## src/hw/rtl/qtf_pkg.sv

```systemverilog
// ----------------------------------------------------------------------------
// qtf_pkg : shared types, constants and micro-program for the three point fit
// Holds the transaction structs, the controller/datapath command and status
// structs, the register file map and the fixed micro-program.
// ----------------------------------------------------------------------------
`default_nettype none

package qtf_pkg;

  // Blend steps between the middle ordinate and the chord
  localparam int BLEND_STEPS = 20;
  localparam int K_W         = $clog2(BLEND_STEPS + 1);

  localparam int PT_W   = 16;   // Q8.8 point coordinate
  localparam int COEF_W = 48;   // Q24.24 coefficient
  localparam int ACC_W  = 64;   // register file word
  localparam int MUL_W  = 36;   // multiplier operand width
  localparam int DQ_W   = 50;   // divider quotient / divisor magnitude width
  localparam int DN_W   = 96;   // shifted dividend width
  localparam int SH_W   = 6;    // dividend shift amount width

  // Register file map
  localparam int NREG  = 25;
  localparam int REG_W = 5;
  typedef logic [REG_W-1:0] reg_t;

  localparam reg_t R_X0    = 5'd0;
  localparam reg_t R_Y0    = 5'd1;
  localparam reg_t R_X1    = 5'd2;
  localparam reg_t R_Y1    = 5'd3;
  localparam reg_t R_X2    = 5'd4;
  localparam reg_t R_Y2    = 5'd5;
  localparam reg_t R_YM    = 5'd6;
  localparam reg_t R_S     = 5'd7;
  localparam reg_t R_T0    = 5'd8;
  localparam reg_t R_T1    = 5'd9;
  localparam reg_t R_T2    = 5'd10;
  localparam reg_t R_T3    = 5'd11;
  localparam reg_t R_T4    = 5'd12;
  localparam reg_t R_T5    = 5'd13;
  localparam reg_t R_T6    = 5'd14;
  localparam reg_t R_NA    = 5'd15;
  localparam reg_t R_NB    = 5'd16;
  localparam reg_t R_NC    = 5'd17;
  localparam reg_t R_D     = 5'd18;
  localparam reg_t R_E     = 5'd19;
  localparam reg_t R_W     = 5'd20;
  localparam reg_t R_CH    = 5'd21;
  localparam reg_t R_STEPV = 5'd22;
  localparam reg_t R_NUM   = 5'd23;
  localparam reg_t R_SW    = 5'd24;

  // Micro-operations
  typedef enum logic [2:0] {
    OP_ADD,
    OP_SUB,
    OP_MUL,
    OP_CHK,
    OP_DIV
  } op_t;

  // Destination of a division result
  typedef enum logic [1:0] {
    DK_YM,
    DK_QUAD,
    DK_LIN,
    DK_CONST
  } div_kind_t;

  typedef struct packed {
    op_t       op;
    reg_t      rd;
    reg_t      ra;
    reg_t      rb;
    div_kind_t dk;
  } instr_t;

  // Program counter and segment boundaries
  localparam int PC_W = 6;
  typedef logic [PC_W-1:0] pc_t;
  localparam pc_t PC_FIT      = 6'd0;
  localparam pc_t PC_CHK      = 6'd42;
  localparam pc_t PC_SETUP    = 6'd43;
  localparam pc_t PC_STEP     = 6'd53;
  localparam pc_t PC_STEP_END = 6'd54;
  localparam pc_t PC_COEF     = 6'd55;
  localparam pc_t PC_LAST     = 6'd57;

  // Transaction payloads
  typedef struct packed {
    logic                   opcode;
    logic signed [PT_W-1:0] point1_x;
    logic signed [PT_W-1:0] point1_y;
    logic signed [PT_W-1:0] point2_x;
    logic signed [PT_W-1:0] point2_y;
    logic signed [PT_W-1:0] point3_x;
    logic signed [PT_W-1:0] point3_y;
  } fit_in_t;

  typedef struct packed {
    logic signed [COEF_W-1:0] coef_quad;
    logic signed [COEF_W-1:0] coef_lin;
    logic signed [COEF_W-1:0] coef_const;
    logic                     solved;
    logic                     saturated;
  } fit_out_t;

  // Controller to datapath
  typedef struct packed {
    logic       accept;
    logic       sort_en;
    logic [1:0] sort_stage;
    logic       load_en;
    logic [2:0] load_idx;
    logic       issue;
    logic       exec;
    logic       strobe;
    instr_t     instr;
  } ctl_cmd_t;

  // Datapath to controller
  typedef struct packed {
    logic opcode;
    logic ok;
    logic mono;
    logic pass;
    logic div_done;
  } dp_stat_t;

  typedef enum logic [2:0] {
    ST_IDLE,
    ST_SORT,
    ST_LOAD,
    ST_ISSUE,
    ST_EXEC,
    ST_WAITDIV,
    ST_DECIDE,
    ST_DONE
  } ctl_state_t;

  typedef enum logic [1:0] {
    DV_IDLE,
    DV_RUN,
    DV_FIN
  } div_state_t;

  function automatic instr_t mk(op_t op, reg_t rd, reg_t ra, reg_t rb, div_kind_t dk);
    instr_t i;
    i.op = op;
    i.rd = rd;
    i.ra = ra;
    i.rb = rb;
    i.dk = dk;
    return i;
  endfunction

  // Micro-program: fit numerators and determinant, slope check, blend set-up,
  // blend step, coefficient divisions
  function automatic instr_t prog(pc_t pc);
    instr_t i;
    unique case (pc)
      // determinant
      6'd0:  i = mk(OP_SUB, R_T0, R_X0, R_X1, DK_YM);
      6'd1:  i = mk(OP_SUB, R_T1, R_X0, R_X2, DK_YM);
      6'd2:  i = mk(OP_SUB, R_T2, R_X1, R_X2, DK_YM);
      6'd3:  i = mk(OP_MUL, R_T0, R_T0, R_T1, DK_YM);
      6'd4:  i = mk(OP_MUL, R_D,  R_T0, R_T2, DK_YM);
      // numerator of a
      6'd5:  i = mk(OP_SUB, R_T0, R_YM, R_Y0, DK_YM);
      6'd6:  i = mk(OP_MUL, R_T0, R_X2, R_T0, DK_YM);
      6'd7:  i = mk(OP_SUB, R_T1, R_Y0, R_Y2, DK_YM);
      6'd8:  i = mk(OP_MUL, R_T1, R_X1, R_T1, DK_YM);
      6'd9:  i = mk(OP_SUB, R_T2, R_Y2, R_YM, DK_YM);
      6'd10: i = mk(OP_MUL, R_T2, R_X0, R_T2, DK_YM);
      6'd11: i = mk(OP_ADD, R_NA, R_T0, R_T1, DK_YM);
      6'd12: i = mk(OP_ADD, R_NA, R_NA, R_T2, DK_YM);
      // squares and numerator of b
      6'd13: i = mk(OP_MUL, R_T3, R_X0, R_X0, DK_YM);
      6'd14: i = mk(OP_MUL, R_T4, R_X1, R_X1, DK_YM);
      6'd15: i = mk(OP_MUL, R_T5, R_X2, R_X2, DK_YM);
      6'd16: i = mk(OP_SUB, R_T0, R_Y0, R_YM, DK_YM);
      6'd17: i = mk(OP_MUL, R_T0, R_T5, R_T0, DK_YM);
      6'd18: i = mk(OP_SUB, R_T1, R_YM, R_Y2, DK_YM);
      6'd19: i = mk(OP_MUL, R_T1, R_T3, R_T1, DK_YM);
      6'd20: i = mk(OP_SUB, R_T2, R_Y2, R_Y0, DK_YM);
      6'd21: i = mk(OP_MUL, R_T2, R_T4, R_T2, DK_YM);
      6'd22: i = mk(OP_ADD, R_NB, R_T0, R_T1, DK_YM);
      6'd23: i = mk(OP_ADD, R_NB, R_NB, R_T2, DK_YM);
      // numerator of c
      6'd24: i = mk(OP_SUB, R_T0, R_X2, R_X0, DK_YM);
      6'd25: i = mk(OP_MUL, R_T0, R_T0, R_YM, DK_YM);
      6'd26: i = mk(OP_MUL, R_T1, R_X0, R_X2, DK_YM);
      6'd27: i = mk(OP_MUL, R_T0, R_T1, R_T0, DK_YM);
      6'd28: i = mk(OP_MUL, R_T1, R_X2, R_Y0, DK_YM);
      6'd29: i = mk(OP_MUL, R_T2, R_X0, R_Y2, DK_YM);
      6'd30: i = mk(OP_SUB, R_T1, R_T1, R_T2, DK_YM);
      6'd31: i = mk(OP_MUL, R_T1, R_T4, R_T1, DK_YM);
      6'd32: i = mk(OP_MUL, R_T2, R_X1, R_Y2, DK_YM);
      6'd33: i = mk(OP_MUL, R_T2, R_T3, R_T2, DK_YM);
      6'd34: i = mk(OP_MUL, R_T6, R_X1, R_Y0, DK_YM);
      6'd35: i = mk(OP_MUL, R_T6, R_T5, R_T6, DK_YM);
      6'd36: i = mk(OP_SUB, R_T2, R_T2, R_T6, DK_YM);
      6'd37: i = mk(OP_ADD, R_NC, R_T0, R_T1, DK_YM);
      6'd38: i = mk(OP_ADD, R_NC, R_NC, R_T2, DK_YM);
      // slope numerator 2*na*x0 + nb, then check
      6'd39: i = mk(OP_ADD, R_E,  R_NA, R_NA, DK_YM);
      6'd40: i = mk(OP_MUL, R_E,  R_E,  R_X0, DK_YM);
      6'd41: i = mk(OP_ADD, R_E,  R_E,  R_NB, DK_YM);
      6'd42: i = mk(OP_CHK, R_E,  R_E,  R_D,  DK_YM);
      // blend set-up
      6'd43: i = mk(OP_SUB, R_W,     R_X2, R_X0,  DK_YM);
      6'd44: i = mk(OP_SUB, R_T0,    R_Y2, R_Y0,  DK_YM);
      6'd45: i = mk(OP_SUB, R_T1,    R_X1, R_X0,  DK_YM);
      6'd46: i = mk(OP_MUL, R_T0,    R_T0, R_T1,  DK_YM);
      6'd47: i = mk(OP_MUL, R_T1,    R_Y0, R_W,   DK_YM);
      6'd48: i = mk(OP_ADD, R_CH,    R_T1, R_T0,  DK_YM);
      6'd49: i = mk(OP_MUL, R_T2,    R_Y1, R_W,   DK_YM);
      6'd50: i = mk(OP_SUB, R_STEPV, R_CH, R_T2,  DK_YM);
      6'd51: i = mk(OP_MUL, R_NUM,   R_S,  R_T2,  DK_YM);
      6'd52: i = mk(OP_MUL, R_SW,    R_S,  R_W,   DK_YM);
      // blend step
      6'd53: i = mk(OP_ADD, R_NUM, R_NUM, R_STEPV, DK_YM);
      6'd54: i = mk(OP_DIV, R_YM,  R_NUM, R_SW,    DK_YM);
      // coefficients
      6'd55: i = mk(OP_DIV, R_T6, R_NA, R_D, DK_QUAD);
      6'd56: i = mk(OP_DIV, R_T6, R_NB, R_D, DK_LIN);
      6'd57: i = mk(OP_DIV, R_T6, R_NC, R_D, DK_CONST);
      default: i = mk(OP_ADD, R_T6, R_T6, R_T6, DK_YM);
    endcase
    return i;
  endfunction

  // Dividend scaling per division kind
  function automatic logic [SH_W-1:0] div_shift(div_kind_t dk);
    logic [SH_W-1:0] s;
    unique case (dk)
      DK_YM:    s = 6'd0;
      DK_QUAD:  s = 6'd32;
      DK_LIN:   s = 6'd24;
      DK_CONST: s = 6'd16;
      default:  s = 6'd0;
    endcase
    return s;
  endfunction

  // Register written at each load cycle
  function automatic reg_t load_addr(logic [2:0] idx);
    reg_t a;
    unique case (idx)
      3'd0:    a = R_X0;
      3'd1:    a = R_Y0;
      3'd2:    a = R_X1;
      3'd3:    a = R_Y1;
      3'd4:    a = R_X2;
      3'd5:    a = R_Y2;
      3'd6:    a = R_YM;
      default: a = R_S;
    endcase
    return a;
  endfunction

endpackage

`default_nettype wire

```

## src/hw/rtl/qtf_ctrl.sv

```systemverilog
// ----------------------------------------------------------------------------
// qtf_ctrl : sequencer for the three point fit
// Steps the sort, the register load, the micro-program and the blend loop.
// ----------------------------------------------------------------------------
`default_nettype none

module qtf_ctrl (
  input  wire logic                clk,
  input  wire logic                rst,
  input  wire logic                start,
  input  wire qtf_pkg::dp_stat_t   stat,
  output qtf_pkg::ctl_cmd_t        cmd,
  output logic                     busy
);
  import qtf_pkg::*;

  ctl_state_t        state, state_next;
  pc_t               pc, pc_next;
  logic [K_W-1:0]    k, k_next;
  logic              setup_done, setup_done_next;
  logic [2:0]        cnt, cnt_next;
  instr_t            instr;

  assign instr = prog(pc);

  // state registers
  always_ff @(posedge clk) begin
    if (rst) begin
      state      <= ST_IDLE;
      pc         <= PC_FIT;
      k          <= '0;
      setup_done <= 1'b0;
      cnt        <= '0;
    end else begin
      state      <= state_next;
      pc         <= pc_next;
      k          <= k_next;
      setup_done <= setup_done_next;
      cnt        <= cnt_next;
    end
  end

  // next state and commands
  always_comb begin
    state_next      = state;
    pc_next         = pc;
    k_next          = k;
    setup_done_next = setup_done;
    cnt_next        = cnt;
    cmd             = '0;
    cmd.instr       = instr;
    cmd.sort_stage  = cnt[1:0];
    cmd.load_idx    = cnt;
    busy            = state != ST_IDLE;

    unique case (state)
      ST_IDLE: begin
        if (start) begin
          cmd.accept      = 1'b1;
          cnt_next        = '0;
          k_next          = '0;
          setup_done_next = 1'b0;
          state_next      = ST_SORT;
        end
      end
      ST_SORT: begin
        cmd.sort_en = 1'b1;
        if (cnt == 3'd2) begin
          cnt_next   = '0;
          state_next = ST_LOAD;
        end else begin
          cnt_next = cnt + 1'b1;
        end
      end
      ST_LOAD: begin
        cmd.load_en = 1'b1;
        cnt_next    = cnt + 1'b1;
        if (cnt == 3'd7) begin
          pc_next    = PC_FIT;
          state_next = ST_ISSUE;
        end
      end
      ST_ISSUE: begin
        cmd.issue  = 1'b1;
        state_next = ST_EXEC;
      end
      ST_EXEC, ST_WAITDIV: begin
        cmd.exec = state == ST_EXEC;
        if (state == ST_EXEC && instr.op == OP_DIV) begin
          state_next = ST_WAITDIV;
        end else if (state == ST_WAITDIV && !stat.div_done) begin
          state_next = ST_WAITDIV;
        end else if (pc == PC_CHK) begin
          state_next = ST_DECIDE;
        end else if (pc == PC_STEP_END) begin
          pc_next    = PC_FIT;
          state_next = ST_ISSUE;
        end else if (pc == PC_LAST) begin
          state_next = ST_DONE;
        end else begin
          pc_next    = pc + 1'b1;
          state_next = ST_ISSUE;
        end
      end
      ST_DECIDE: begin
        if (!stat.ok) begin
          state_next = ST_DONE;
        end else if (!stat.opcode || !stat.mono || stat.pass ||
                     k == K_W'(BLEND_STEPS)) begin
          pc_next    = PC_COEF;
          state_next = ST_ISSUE;
        end else begin
          k_next          = k + 1'b1;
          pc_next         = setup_done ? PC_STEP : PC_SETUP;
          setup_done_next = 1'b1;
          state_next      = ST_ISSUE;
        end
      end
      ST_DONE: begin
        cmd.strobe = 1'b1;
        state_next = ST_IDLE;
      end
      default: state_next = ST_IDLE;
    endcase
  end

endmodule

`default_nettype wire

```

## config.mk

```make
export PLATFORM = sky130hd
export DESIGN_NAME = qtf_ctrl
export DESIGN_NICKNAME = d
export VERILOG_FILES = /design/src/hw/rtl/qtf_pkg.sv /design/src/hw/rtl/qtf_ctrl.sv
export SDC_FILE = /design/constraint.sdc
export NUM_CORES = 1
export LEC_CHECK = 0
export ABC_AREA = 0
export ABC_CLOCK_PERIOD_IN_PS = 4100
export BUFFER_PORTS_ARGS = -buffer_cell sky130_fd_sc_hd__buf_2
export CORE_MARGIN = 2
export CORE_UTILIZATION = 45
export DETAILED_ROUTE_END_ITERATION = 16
export PLACE_DENSITY = 0.73
export SLEW_MARGIN = 20
export SYNTH_ARGS = -nofsm -noshare
export SYNTH_HDL_FRONTEND = slang
export SYNTH_SLANG_ARGS = --single-unit
```

## constraint.sdc

```tcl
create_clock -name clk -period 4.1 [get_ports clk]
set_input_delay 0 -clock clk [delete_from_list [all_inputs] [get_ports clk]]
set_output_delay 0 -clock clk [all_outputs]
set_load 0.05 [all_outputs]
```

---- Word level (Yosys, flattened, before mapping) ----
Memories as Yosys holds them, arrays and structs flattened. A register that Yosys moved wholly into a read port is not among the register bits.
Index checks and enable logic that the tools add are counted.
word-level totals
  register bits after elaboration ......... 18
  bits in latches ......................... 0
  memory bits (writable) .................. 0
  ROM bits ................................ 1280
  input bits .............................. 8
  output and inout bits ................... 32
  memories kept ........................... 1
operators by class
  $add $sub $neg .......................... 3
  multiply operators ...................... 0
  div/mod/pow operators ................... 0
  $lt $le $gt $ge ......................... 0
  eq/ne operators ......................... 23
  shifts and indexed selects .............. 0
  muxes and demuxes ....................... 40
  bitwise gates (word level) .............. 0
  reduce and logical (&&, ||, !) cells .... 18
memory list
  memory           words  bits a word  rd ports  clocked after memory_dff  wr ports  RTL line        text
  (no name shown)  64     20           1         1                         0         qtf_pkg.sv:161  unique case (pc)
operators by type and width
  kind                 number
  $mux 6               9
  $mux 3               11
  $mux 5               5
  $pmux 3 s7           1
  $eq 3x3->1 const B   6
  $eq 6x6->1 const B   3
  $pmux 6 s3           1
  $ne 2x2->1 const B   8
  $mux 1               10
  $pmux 5 s2           1
  $eq 3x2->1 const B   3
  $pmux 3 s3           1
  $reduce_bool 3->1    3
  $reduce_and 7->1     1
  $add 6x1->6 const B  1
  $add 5x1->5 const B  1
  $eq 5x5->1 const B   1
  $reduce_and 4->1     1
  $add 3x1->3 const B  1
  $eq 3x1->1 const B   1
  $logic_not 1->1      3
  $logic_not 3->1      1
  $logic_or 1x1->1     3
  $ne 3x3->1 const B   1
  6 further kinds      7

---- Longest topological paths before layout ----
  depth in word-level cells ............... 9
  mapped depth ............................ 15
  depth with buffers taken out ............ 13

---- Worst setup path before layout ----
Ideal clock, no wire load.
  kind .................................... register -> register
  start point ............................. reg state[1]
  end point ............................... reg instr[9] (netlist name)
  data arrival time ....................... 3.372 ns
  setup slack ............................. 0.593 ns
  stages on the path, launching flop included .. 13
  path buffers ............................ 3
  path through ............................ dfxtp_1 buf_6 nor3b_2 and2_4 o211a_2 buf_6 o221ai_4 ha_1 clkbuf_1 nor2_1 o21ai_0 a21oi_1 or4_1
between the ends
  word-level cells in the longest chain between the ends .. 6
  elaborated cells between the ends (all ways) .. 18
ends and longest elaborated chain
  item                                                 RTL line                                        text
  start, declared                                      qtf_ctrl.sv:17                                  ctl_state_t state, state_next;
  start signal, assigned                               qtf_ctrl.sv:35                                  state <= state_next;
  $eq 3x3->1, on equally long branches                 qtf_ctrl.sv:56, qtf_ctrl.sv:89, qtf_ctrl.sv:91
  $reduce_or 2->1 (tied with other cells)              qtf_ctrl.sv:56                                  unique case (state)
  $ne 3x3->1 (no source line) (tied with other cells)  -
  $reduce_and 7->1 (no source line)                    -
  $mux 6 (no source line) (*) (2 in series)            -
Every way passes the cells marked *; elsewhere a longest branch is shown, timed or not.
A chain may end at the register's enable or synchronous reset.

---- Final worst setup path ----
  start point ............................. reg state[1]
  end point ............................... reg instr[7] (netlist name)
between the ends
  word-level cells in the longest chain between the ends .. 6
  elaborated cells between the ends (all ways) .. 18
ends and longest elaborated chain
  item                                                 RTL line
  $eq 3x3->1, on equally long branches                 qtf_ctrl.sv:56, qtf_ctrl.sv:89, qtf_ctrl.sv:91
  $reduce_or 2->1 (tied with other cells)              qtf_ctrl.sv:56
  $ne 3x3->1 (no source line) (tied with other cells)  -
  $reduce_and 7->1 (no source line)                    -
  $mux 6 (no source line) (*) (2 in series)            -
Marked as above.

==> key figures <==
Outcome
  – Status: finished, final reports clean

Synthesis
  – Mux contribution to synthesized area: about 2.5%
  – Post-synth top area cell: dfxtp_1
  – Post-synthesis xor/xnor area fraction: less than 1%
  – Post-synthesis sequential area ratio: 21.80%
  – Ys Warns: 0
  – Mapped Area: ~3500 um^2
  – Synth async-reset ratio: 0%
  – Top area cells in the synthesized netlist: dfxtp_1, ha_1, nand2_1, a21oi_1, nor2_1
  – Synthesized flop and latch total: 38
  – Adder-cell share of the synthesized area: 7.530%
  – Main synth FF type: dfxtp_1
  – Post-synth top area share: 21.80%
  – Synth Area in Compound Gates: 34.71%
  – Simple-Gate Fraction of Synth Area: 24.45%
  – Syn nets: between 400 and 500
  – Cell count after synthesis: between 400 and 500
  – Syn Area/Cell: about 7.7 um^2
  – Synth cell types: 84
  – Post-synth EDFFs: 0
  – Largest family of logic cells by synthesized area: compound AO/OA/AOI/OAI gates

Setup path
  – Startpoint types: register
  – WS Path Type: reg2reg
  – R2R Setup Slk: 420 ps
  – CP arrival: approximately 3900 ps
  – Crit end category: register
  – CP required: ~4300 ps
  – CP Max Fanout: 17

Pwr
  – VDD IR-drop max: between 0.09 and 0.1 mV
  – Cell Pwr Density: 190.0 nW/um^2
  – Leakage: 1.509 nW

Final layout
  – Area delta synth->final: 6.884%
  – Final #Nets: ~500
  – Number of diodes: 0
  – Layout cells sized above 1: about a fifth

GRT
  – Initial antenna violation count: 0
  – Number of global-route vias before repair: between 3k and 4k
  – GR Overflow Total: 0
  – Largest net degree at the start of global routing: 34
  – Global-route wire length before repair: 17,790 um
  – GRT Util Overall: between 20% and 30%

Route
  – Drt first pass iters: 7
  – Remaining DRCs: 0
  – WL final: roughly 11,000 um
  – Detail Route Antenna Nets: 0
  – Vias per cell: 6.527
  – Wirelength per Cell: roughly 19 um
  – Drt initial violations: ~650
  – Via count: ~3.7k

Clocking
  – Clock transition at path regs: 80 ps
  – Clock Latency Late Sink: 300 ps
  – Inserted Clock Buffers: 5
  – Post-cts resize count: 0
  – CTS tree: built
  – # hold bufs at CTS: 0
  – Setup Buffers After CTS: 0
  – Root Buffer: clkbuf_8
  – H-tree levels: 2
  – Clock sink count: 38
  – CTS Buffer Depth: 2

Timing
  – Setup violators final: 0
  – Relative slew slack: 38.50%
  – Tcrit/Tclk final: 89.73%
  – Maximum clock frequency: roughly 270 MHz
  – RSZ-0062 raised after global routing: false
  – Post-route minimum period: ~3700 ps
  – Final Hold Viols: 0
  – Clock skew: between 10 and 15 ps
  – Max-slew violations: 0
  – Setup TNS: 0 ps
  – Fin worst setup slack: roughly 420 ps
  – Tightest Pin Transition: between 900 and 1000 ps

Placed design
  – Dpl hpwl: about 7500 um
  – DP Worst Slack: 548.4 ps
  – IO Port Bufs: 39
  – RePlAce Congestion: 1.069

Floorplanning
  – Row cnt: 32
  – Core area: between 7000 and 8000 um^2
  – I/O Pins: 40
  – Overall die height: 92.06 um
  – Die ar.: approximately 8500 um^2
  – Chip width: between 90 and 100 um
  – Initial core utilization: a little under half

Flow run
  – Max capacitance violation total: 0

Worst hold path
  – Min-delay worst type: in2reg
synthesized netlist by cell type (4+ instances only):
cell type  instances
o21a_1             4
nor3_1             4
mux2i_1            4
buf_2             13
a311oi_1           4
nand2b_1           5
dfxtp_1           38
or3_1              4
a31oi_1            5
inv_2              6
nand3_1           24
a32oi_1            4
inv_1             19
o22ai_1            6
a21oi_1           35
clkbuf_1          12
buf_4              6
nor2_1            34
and3_1             4
ha_1              21
o21ai_0           22
nand4_1           10
nand2_1           47
a22oi_1            4
o21ai_1            6
a21o_1             6
o211ai_1           9
worst max-delay path: stages (launching register included):
cell and delay (ps):
dfxtp_1 800, a21oi_2 190, o211ai_4 490, mux2i_4 600, clkinv_4 250, ha_1 430, o211ai_1 230, o31ai_1 140
o21bai_1 250, o311ai_1 150
cells by family after synthesis:
| kind of cell | Yosys count |
|---|---|
| AO/OA/AOI/OAI | 163 |
| AND/OR/NAND/NOR | 160 |
| buffers and inverters | 61 |
| flip-flops | 38 |
| adder cells (fa/ha/maj) | 21 |
| multiplexers | 7 |
| XOR/XNOR | 2 |
metal layers:
layer	up-vias	wire, um	global-route usage (%)
met5	-	0	0
met1	1701	4598	36.14
li1	1712	-	-
met4	0	314	9.577
met2	258	4694	38.97
met3	43	1152	6.081
placed cells by master (no fill, tap or decap), drive strengths merged, types with 3 or more instances in the layout:
cell / n
nor2b: 4
a311oi: 4
ha: 21
a21o: 7
nor3: 6
clkbuf: 7
nand3: 26
nand2: 50
a221o: 3
clkinv: 3
o21a: 4
and3: 4
a21oi: 38
buf: 41
and2: 3
o21ai: 31
nand4: 12
a22oi: 4
a32oi: 5
o221ai: 5
a31o: 3
inv: 25
nand2b: 5
o32ai: 3
o211ai: 10
o22a: 3
o311ai: 3
o21bai: 3
a211oi: 4
dfxtp: 38
o22ai: 6
or3: 4
mux2i: 5
a31oi: 6
nor2: 36
final cells by class:
class / count / area [um^2]
multi-input combinational: 353 / 2434
clock buffer: 7 / 86.33
fill: 733 / 3877
sequential: 38 / 760.7
timing repair buffer: 41 / 210.2
tap: 102 / 127.6
inverter: 27 / 106.4
clock inverter: 1 / 5.005
where the power goes:
group          total (W)  switching (W)  leakage [nW]  internal, W
combinational  0.0000519      0.0000378          1.15    0.0000141
sequential      0.000376     0.00000500         0.307     0.000371
clock           0.000281       0.000145        0.0482     0.000136
sequential cells by signal, summed over array words and instances, names as in the netlist:
signal,cells
state,3
setup_done,1
cnt,3
k,5
instr,20
pc,6
metrics by stage:
step | total power, W | std cells | util [%] | area [um^2] | hold WS [ps]
2_1_floorplan | 0.0004250 | 452 | - | 3490 | 217.1
3_3_place_gp | 0.0004356 | 561 | 47.83 | 3638 | 374.6
3_5_place_dp | 0.0004363 | 561 | 47.83 | 3638 | 379.6
4_1_cts | 0.0007157 | 569 | 49.03 | 3730 | 68.00
5_1_grt | 0.0007352 | 569 | 49.03 | 3730 | 94.50
6_report | 0.0007086 | 569 | 49.03 | 3730 | 65.85
path summary, 6_finish.rpt:
path	to	startpoint	depth (start not counted)
max	instr[7]	state[1]	9
min	state[2]	stat[3]	3
max reg2reg	instr[7]	state[1]	9
min reg2reg	k[4]	k[4]	1
No activity file was read; power rests on OpenSTA's default activity.
